[src/sv/mmss_pkg.sv]
// ----------------------------------------------------------------------------
// Slot scheduler package
// Shared constants, codes, record types and helpers of the slot scheduler.
// ----------------------------------------------------------------------------
package mmss_pkg;

  localparam int NUM_SLOTS = 5;
  localparam int SLOT_W    = $clog2(NUM_SLOTS);

  typedef logic [SLOT_W-1:0] slot_t;

  localparam slot_t FIRST_SLOT = slot_t'(1);
  localparam slot_t LAST_SLOT  = slot_t'(NUM_SLOTS - 1);

  typedef enum logic [1:0] {
    OP_YIELD     = 2'd0,
    OP_EXIT      = 2'd1,
    OP_SET_PRIO  = 2'd2,
    OP_SET_SHARE = 2'd3
  } op_t;

  typedef enum logic [1:0] {
    MODE_RR       = 2'd0,
    MODE_STRICT   = 2'd1,
    MODE_TOP_PRIO = 2'd2,
    MODE_SHARE    = 2'd3
  } mode_t;

  typedef struct packed {
    logic       run;
    logic [7:0] prio;
    logic [7:0] share;
    logic [7:0] left;
  } slot_rec_t;

  typedef struct packed {
    logic gt;
    logic eq;
  } cmp_res_t;

  function automatic slot_t slot_wrap_inc(input slot_t s);
    return (s == LAST_SLOT) ? '0 : s + slot_t'(1);
  endfunction

  function automatic logic [2:0] slot_field(input slot_t s);
    logic [SLOT_W+2:0] ext;
    ext = {3'b000, s};
    return ext[2:0];
  endfunction

endpackage

[src/sv/mmss_slot_file.sv]
// ----------------------------------------------------------------------------
// Slot record file
// Per-slot runnable flag, priority, share and share count, one read port.
// ----------------------------------------------------------------------------
module mmss_slot_file
  import mmss_pkg::*;
(
  input  logic      clk,
  input  logic      rst,
  input  slot_t     rd_idx,
  output slot_rec_t rd_rec,
  input  logic      wr_en,
  input  slot_t     wr_idx,
  input  slot_rec_t wr_rec
);

  slot_rec_t slots [NUM_SLOTS];

  always_ff @(posedge clk) begin
    if (rst) begin
      for (int i = 0; i < NUM_SLOTS; i++) begin
        slots[i].run   <= (i != 0);
        slots[i].prio  <= (i == 0) ? 8'd0 : ((i == NUM_SLOTS - 1) ? 8'd2 : 8'd1);
        slots[i].share <= 8'(i);
        slots[i].left  <= 8'(i);
      end
    end else if (wr_en) begin
      slots[wr_idx] <= wr_rec;
    end
  end

  assign rd_rec = slots[rd_idx];

endmodule

[src/sv/mmss_cmp.sv]
// ----------------------------------------------------------------------------
// Shared compare unit
// Byte magnitude and equality compare used by the scan steps.
// ----------------------------------------------------------------------------
module mmss_cmp
  import mmss_pkg::*;
(
  input  logic [7:0] a,
  input  logic [7:0] b,
  output cmp_res_t   res
);

  assign res.gt = (a > b);
  assign res.eq = (a == b);

endmodule

[src/sv/mmss_seq.sv]
// ----------------------------------------------------------------------------
// Scheduling sequencer
// Applies an event to the current slot, then, unless share mode keeps it,
// scans the slots one per cycle via the compare unit and registers a result.
// ----------------------------------------------------------------------------
module mmss_seq
  import mmss_pkg::*;
(
  input  logic       clk,
  input  logic       rst,
  input  mode_t      mode,
  input  logic       s_valid,
  output logic       s_ready,
  input  logic [1:0] s_op,
  input  logic [7:0] s_value,
  output logic       m_valid,
  input  logic       m_ready,
  output logic [2:0] m_slot,
  output logic       m_idle,
  output slot_t      rd_idx,
  input  slot_rec_t  rd_rec,
  output logic       wr_en,
  output slot_t      wr_idx,
  output slot_rec_t  wr_rec,
  output logic [7:0] cmp_a,
  output logic [7:0] cmp_b,
  input  cmp_res_t   cmp_res
);

  typedef enum logic [2:0] {
    S_WAIT,
    S_APPLY,
    S_MAX,
    S_RELOAD,
    S_FIND,
    S_CYC,
    S_DONE
  } state_t;

  state_t     state;
  slot_t      cur;
  slot_t      idx;
  logic [7:0] acc;
  logic       found;
  op_t        op_q;
  logic [7:0] val_q;
  slot_t      res_slot;
  logic       res_idle;

  slot_rec_t  apply_rec;
  slot_rec_t  reload_rec;
  logic       elig;
  logic       take;
  logic [7:0] acc_next;
  logic       found_next;
  logic       find_hit;
  logic       cyc_hit;

  always_comb begin
    apply_rec = rd_rec;
    case (op_q)
      OP_EXIT:      apply_rec.run = 1'b0;
      OP_SET_PRIO:  apply_rec.prio = val_q;
      OP_SET_SHARE: begin
        apply_rec.share = val_q;
        apply_rec.left  = val_q;
      end
      default:      apply_rec = rd_rec;
    endcase
    if (mode == MODE_SHARE && apply_rec.left != 8'd0) begin
      apply_rec.left = apply_rec.left - 8'd1;
    end

    reload_rec      = rd_rec;
    reload_rec.left = rd_rec.share;

    rd_idx = (state == S_APPLY) ? cur : idx;
    wr_idx = rd_idx;
    wr_en  = (state == S_APPLY) || (state == S_RELOAD && rd_rec.run);
    wr_rec = (state == S_APPLY) ? apply_rec : reload_rec;

    cmp_a = ((state == S_MAX && mode == MODE_TOP_PRIO) || state == S_CYC) ?
            rd_rec.prio : rd_rec.share;
    cmp_b = acc;

    elig = rd_rec.run &&
           (rd_rec.left > 8'd1 || (rd_rec.share == 8'd1 && rd_rec.left == 8'd1));
    take = (state == S_RELOAD || mode == MODE_TOP_PRIO) ? rd_rec.run : elig;
    acc_next   = (take && cmp_res.gt) ? cmp_a : acc;
    found_next = found | take;

    find_hit = rd_rec.run && (mode == MODE_STRICT || cmp_res.eq);
    cyc_hit  = rd_rec.run && (mode == MODE_RR || cmp_res.eq);
  end

  assign s_ready = (state == S_WAIT);

  always_ff @(posedge clk) begin
    if (rst) begin
      state   <= S_WAIT;
      cur     <= '0;
      m_valid <= 1'b0;
    end else begin
      if (m_valid && m_ready && state != S_DONE) begin
        m_valid <= 1'b0;
      end
      unique case (state)
        S_WAIT: begin
          if (s_valid) begin
            op_q  <= op_t'(s_op);
            val_q <= s_value;
            state <= S_APPLY;
          end
        end
        S_APPLY: begin
          acc   <= 8'd0;
          found <= 1'b0;
          idx   <= FIRST_SLOT;
          unique case (mode)
            MODE_RR: begin
              idx   <= slot_wrap_inc(cur);
              state <= S_CYC;
            end
            MODE_STRICT:   state <= S_FIND;
            MODE_TOP_PRIO: state <= S_MAX;
            MODE_SHARE: begin
              if (apply_rec.run && apply_rec.left != 8'd0) begin
                res_slot <= cur;
                res_idle <= 1'b0;
                state    <= S_DONE;
              end else begin
                state <= S_MAX;
              end
            end
            default: state <= S_MAX;
          endcase
        end
        S_MAX: begin
          acc   <= acc_next;
          found <= found_next;
          if (idx == LAST_SLOT) begin
            if (mode == MODE_TOP_PRIO) begin
              idx   <= slot_wrap_inc(cur);
              state <= S_CYC;
            end else begin
              idx   <= FIRST_SLOT;
              state <= found_next ? S_FIND : S_RELOAD;
            end
          end else begin
            idx <= idx + slot_t'(1);
          end
        end
        S_RELOAD: begin
          acc   <= acc_next;
          found <= found_next;
          if (idx == LAST_SLOT) begin
            idx <= FIRST_SLOT;
            if (found_next) begin
              state <= S_FIND;
            end else begin
              res_idle <= 1'b1;
              state    <= S_DONE;
            end
          end else begin
            idx <= idx + slot_t'(1);
          end
        end
        S_FIND: begin
          if (find_hit) begin
            res_slot <= idx;
            res_idle <= 1'b0;
            state    <= S_DONE;
          end else if (idx == LAST_SLOT) begin
            res_idle <= 1'b1;
            state    <= S_DONE;
          end else begin
            idx <= idx + slot_t'(1);
          end
        end
        S_CYC: begin
          if (cyc_hit) begin
            res_slot <= idx;
            res_idle <= 1'b0;
            state    <= S_DONE;
          end else if (idx == cur) begin
            res_idle <= 1'b1;
            state    <= S_DONE;
          end else begin
            idx <= slot_wrap_inc(idx);
          end
        end
        S_DONE: begin
          if (!m_valid || m_ready) begin
            m_valid <= 1'b1;
            m_slot  <= slot_field(res_idle ? cur : res_slot);
            m_idle  <= res_idle;
            if (!res_idle) begin
              cur <= res_slot;
            end
            state <= S_WAIT;
          end
        end
        default: state <= S_WAIT;
      endcase
    end
  end

endmodule

[src/sv/multi_mode_slot_scheduler.sv]
// An event is applied to the current slot, and a scan may follow before the result is registered.
// The result also waits while the previous result is still held by the receiver.
// The sequencer reads one slot record per cycle through the single read port.
// A new event is taken in the cycle after the result is registered.
// Synchronous reset restores the slot records, current slot 0 and mode 3.
// ----------------------------------------------------------------------------
// Multi-mode slot scheduler
// Chooses the next task slot per event under one of four selectable policies.
// ----------------------------------------------------------------------------
module multi_mode_slot_scheduler
  import mmss_pkg::*;
(
  input  logic       clk,
  input  logic       rst,
  input  logic       s_tvalid,
  output logic       s_tready,
  input  logic [7:0] s_tdata,   // [7:0] value
  input  logic [1:0] s_tuser,   // [1:0] op
  output logic       m_tvalid,
  input  logic       m_tready,
  output logic [7:0] m_tdata,   // [2:0] next_slot, [7:3] zero
  output logic [0:0] m_tuser,   // [0] idle
  input  logic       cfg_valid,
  output logic       cfg_ready,
  input  logic [1:0] cfg_data
);

  mode_t      mode;
  slot_t      rd_idx;
  slot_rec_t  rd_rec;
  logic       wr_en;
  slot_t      wr_idx;
  slot_rec_t  wr_rec;
  logic [7:0] cmp_a;
  logic [7:0] cmp_b;
  cmp_res_t   cmp_res;
  logic [2:0] m_slot;
  logic       m_idle;

  assign cfg_ready = 1'b1;

  always_ff @(posedge clk) begin
    if (rst) begin
      mode <= MODE_SHARE;
    end else if (cfg_valid && cfg_ready) begin
      mode <= mode_t'(cfg_data);
    end
  end

  mmss_slot_file u_slot_file (
    .clk    (clk),
    .rst    (rst),
    .rd_idx (rd_idx),
    .rd_rec (rd_rec),
    .wr_en  (wr_en),
    .wr_idx (wr_idx),
    .wr_rec (wr_rec)
  );

  mmss_cmp u_cmp (
    .a   (cmp_a),
    .b   (cmp_b),
    .res (cmp_res)
  );

  mmss_seq u_seq (
    .clk     (clk),
    .rst     (rst),
    .mode    (mode),
    .s_valid (s_tvalid),
    .s_ready (s_tready),
    .s_op    (s_tuser),
    .s_value (s_tdata),
    .m_valid (m_tvalid),
    .m_ready (m_tready),
    .m_slot  (m_slot),
    .m_idle  (m_idle),
    .rd_idx  (rd_idx),
    .rd_rec  (rd_rec),
    .wr_en   (wr_en),
    .wr_idx  (wr_idx),
    .wr_rec  (wr_rec),
    .cmp_a   (cmp_a),
    .cmp_b   (cmp_b),
    .cmp_res (cmp_res)
  );

  assign m_tdata = {5'b00000, m_slot};
  assign m_tuser = m_idle;

endmodule

[config.mk]
export PLATFORM = sky130hd
export DESIGN_NAME = multi_mode_slot_scheduler
export DESIGN_NICKNAME = d
export VERILOG_FILES = /design/src/sv/mmss_pkg.sv /design/src/sv/mmss_slot_file.sv /design/src/sv/mmss_cmp.sv /design/src/sv/mmss_seq.sv /design/src/sv/multi_mode_slot_scheduler.sv
export SDC_FILE = /design/constraint.sdc
export NUM_CORES = 1
export LEC_CHECK = 0
export BUFFER_PORTS_ARGS = -buffer_cell sky130_fd_sc_hd__buf_2
export CORE_MARGIN = 3
export CORE_UTILIZATION = 30
export DETAILED_ROUTE_END_ITERATION = 8
export GPL_TIMING_DRIVEN = 0
export SYNTH_ARGS = -nofsm -noshare
export SYNTH_HDL_FRONTEND = slang
export SYNTH_SLANG_ARGS = --single-unit
[constraint.sdc]
create_clock -name clk -period 5.55 [get_ports clk]
set_input_delay 1.11 -clock clk [delete_from_list [all_inputs] [get_ports clk]]
set_output_delay 1.11 -clock clk [all_outputs]
set_load 0.005 [all_outputs]
==> out/metrics.yaml <==
status: "complete, no violations"
worstHoldStart: "u_slot_file.slots[4][24]"
htree_levels: 1
ys_types: 76
route.detailed.drc: 0
port_buffers: 22
path_max_fanout: 24
synth.area.mux_share_pct: 15.5
viasPerCell: 5.35
grt_start_max_net_pins: 25
rr_startpoint: "u_seq.state[2]"
synth-compound-area-share_pct: 8.68
first_iter_violations: 755
layout_commonest_cell: "edfxtp_1"
start_util_pct: 30.5
pin_count: 29
num_antenna_cells: 0
timing.rr.end: "u_slot_file.slots[0][21]"
cts.clk_slew.worst_paths_ps: 60
clkSinkCount: 239
grt_pass1_wl_mm: 50.8
die_h_um: 207
period_needed_ps: 5350
synth_edf_count: 229
gp_congestion: 1.00
place_inst: 1491
whs_path_depth: 2
synthArstFlopShare_pct: 0
cts_made_buffers: 25
yosysWarnings: 0
max-cap-violations: 0
comb_power_share_pct: 40.7
total_power_mw: 6.59
cp-startpoint: "u_seq.state[2]"
path_cells: "or3b_1, buf_6, mux2i_4, buf_4, mux4_2, mux2i_1, a21boi_1, and2_1, buf_2, nand3_1, clkbuf_1, nand2_2"
postCtsHoldBufs: 0
fin_cells: 1537
setup_ws_ps: 200
relSlewSlack_pct: 39.1
p_leak_nw: 4.83
worst_ep_required_time_ps: 5610
setup.worst_path.start_class: "register"
cts.path.max_buffers: 3
grt_antenna_before_repair: 0
hpwl_mm: 23.3
p_switching_mw: 2.45
yosys.area_share.simple_pct: 11.5
powerDensity_nw_per_um2: 474
rsz0062_at_grt: "no"
vdd_drop_max_mv: 0.239
clock_latency_ps: 520
place_ws_ps: -714
fmax_ghz: 0.187
max_stage_delay_ps: 670
holdPathEnd: "u_slot_file.slots[4][24]"
tightestPinTransition_ps: 911
ys_seq_elements: 239
wl_per_cell_um: 21.8
nNetsFinal: 1027
grt_usage_pct: 15.1
reg2reg_slack_ps: 200
coreArea_um2: 39900
clockPowerShare_pct: 24.2
min-delay-path-class: "reg -> reg"
critPathKind: "reg -> reg"
crit_path_top_delay_cell: "nand2_2"
fin_skew_ps: 16.4
internal-power_mw: 4.14
synth_fa_ha_area_share_pct: 1.65
mostFrequentLayoutCells: "edfxtp_1 (229), nor2_1 (126), nand2_1 (85)"
slew_violations: 0
crit_arrival_ps: 5410
hold_viol_final: 0
wirelength_mm: 33.4
synth.yosys.seq_area_share_pct: 58.2
vias: 8224
drive_above_1_share_pct: 19.3
areaGrowthSynthToFinish_pct: 14.2
die_x_um: 207
swShare_pct: 37.2
ant_nets: 0
first_pass_iters: 5
fill_cells: 3835
syn_area_um2: 12200
ys.flop_type: "edfxtp_1"
fin_crit_sh_pct: 96.4
pwr-share-seq_pct: 35.1
die_area_um2: 43000
grt_overflow: 0
fp-row-count: 73
synth_xor_area_share_pct: 0.576
setup-violations-final: 0
syn_avg_cell_area_um2: 13.0
clockRootBuffer: "clkbuf_16"
reg2regPathDepth: 12
cts_tree: "yes"
grt_pass1_vias: 8269
synthCells: 933
endpoint_kind: "register"
synth_top_family_by_area: "multiplexers"
[power by group through the flow]
stage          sequential [mW]  clock (mW)  combinational, mW
2_1_floorplan             2.29           0               1.85
3_3_place_gp              2.34           0               2.58
3_5_place_dp              2.34           0               2.59
4_1_cts                   2.30        1.63               2.61
5_1_grt                   2.33        1.70               2.89
6_report                  2.31        1.59               2.68
[final cells by class]
class	instances	area [um^2]	area share [%]
clock inverter	10	81.3	0.585
sequential	239	7080	50.9
inverter	43	161	1.16
buffer	63	328	2.36
timing repair buffer	31	200	1.44
clock buffer	35	693	4.99
tap	525	657	4.73
multi-input combinational	591	4700	33.8
[cell usage after synthesis, types with 5 or more instances]
cell        n  area (um^2)
nor2b_1     6         37.5
buf_4       6         45.0
o32ai_1     6         52.6
a31oi_1     5         31.3
mux4_2     61         1370
mux2_2      8         90.1
xor2_1      6         52.6
o32a_1      6         60.1
nand3_1    12         60.1
nor2_1    126          473
clkbuf_1   28          105
edfxtp_1  229         6880
buf_2      18         90.1
and2_1     12         75.1
o31ai_1     5         37.5
o21ai_1     5         25.0
and3_1      6         37.5
or3_1       6         37.5
or4_1       6         45.0
nand2b_1    5         31.3
inv_1      43          161
dfxtp_1    10          200
o21a_1      8         60.1
nor3_1     19         95.1
ha_1       16          200
buf_1       9         33.8
nand2_1    90          338
a21oi_1    26          130
mux2i_1    37          370
a211oi_1    6         45.0
o21ai_0    12         60.1
o211ai_1   23          173
[sequential cells by signal (all words and copies together) (netlist names)]
| register | count |
|---|---|
| u_seq.res_slot | 3 |
| u_seq.idx | 3 |
| u_slot_file.slots | 200 |
| u_seq.m_slot | 3 |
| u_seq.cmp_b | 8 |
| u_seq.res_idle | 1 |
| u_seq.cur | 3 |
| u_seq.found | 1 |
| u_seq.state | 3 |
| u_seq.m_idle | 1 |
| u_seq.op_q | 2 |
| u_seq.m_valid | 1 |
| mode | 2 |
| u_seq.val_q | 8 |
[how the worst max path moves through the flow]
| stage | end | slack, ps | cells past startpoint |
|---|---|---|---|
| global placement | u_slot_file.slots[7][19] | -1430 | 9 |
| floorplan | u_seq.state[2] | 1000 | 17 |
| detailed placement | u_seq.cmp_b[4] | -710 | 18 |
| CTS | u_seq.res_slot[2] | 10 | 16 |
| finish | u_slot_file.slots[0][21] | 200 | 12 |
| global route | u_seq.state[2] | 10 | 18 |
[critical path: cells and delay by family, from the launching register on]
kind	cells	cell delay, ps
AO/OA/AOI/OAI	1	260
AND/OR/NAND/NOR	4	1670
multiplexers	3	1410
buffers and inverters	4	1100
flip-flops	1	420
[repair_timing]
action | in CTS | in global routing
pin swaps | 0 | 0
endpoints found under the setup margin | 89 | 49
buffers inserted | 0 | 2
gates resized for setup | 12 | 17
[kinds of logic after synthesis]
| family | Yosys count |
|---|---|
| buf+inv | 107 |
| fa+ha+maj | 16 |
| flops | 239 |
| xor+xnor | 8 |
| mux | 108 |
| simple gates | 310 |
| other cells | 2 |
| compound gates | 143 |
[per-stage QoR]
stage | cell area (um^2) | util [%] | hold slack (ps) | TNS (ps)
floorplan | 12200 | - | 437 | 0
global placement | 12900 | 32.4 | 470 | -92840
detailed placement | 13000 | 32.7 | 472 | -28460
CTS | 13800 | 34.7 | 487 | 0
global route | 13900 | 34.8 | 544 | 0
finish | 13900 | 34.8 | 503 | 0
[routing by layer]
layer | vias to the layer above | track usage, % | part of all wire [%]
li1 | 3675 | - | -
met3 | 88 | 2.86 | 8.4
met1 | 4077 | 19.9 | 40
met5 | - | 0 | 0
met4 | 0 | 5.38 | 4.0
met2 | 384 | 25.2 | 48
No activity file was read; power rests on OpenSTA's default activity.
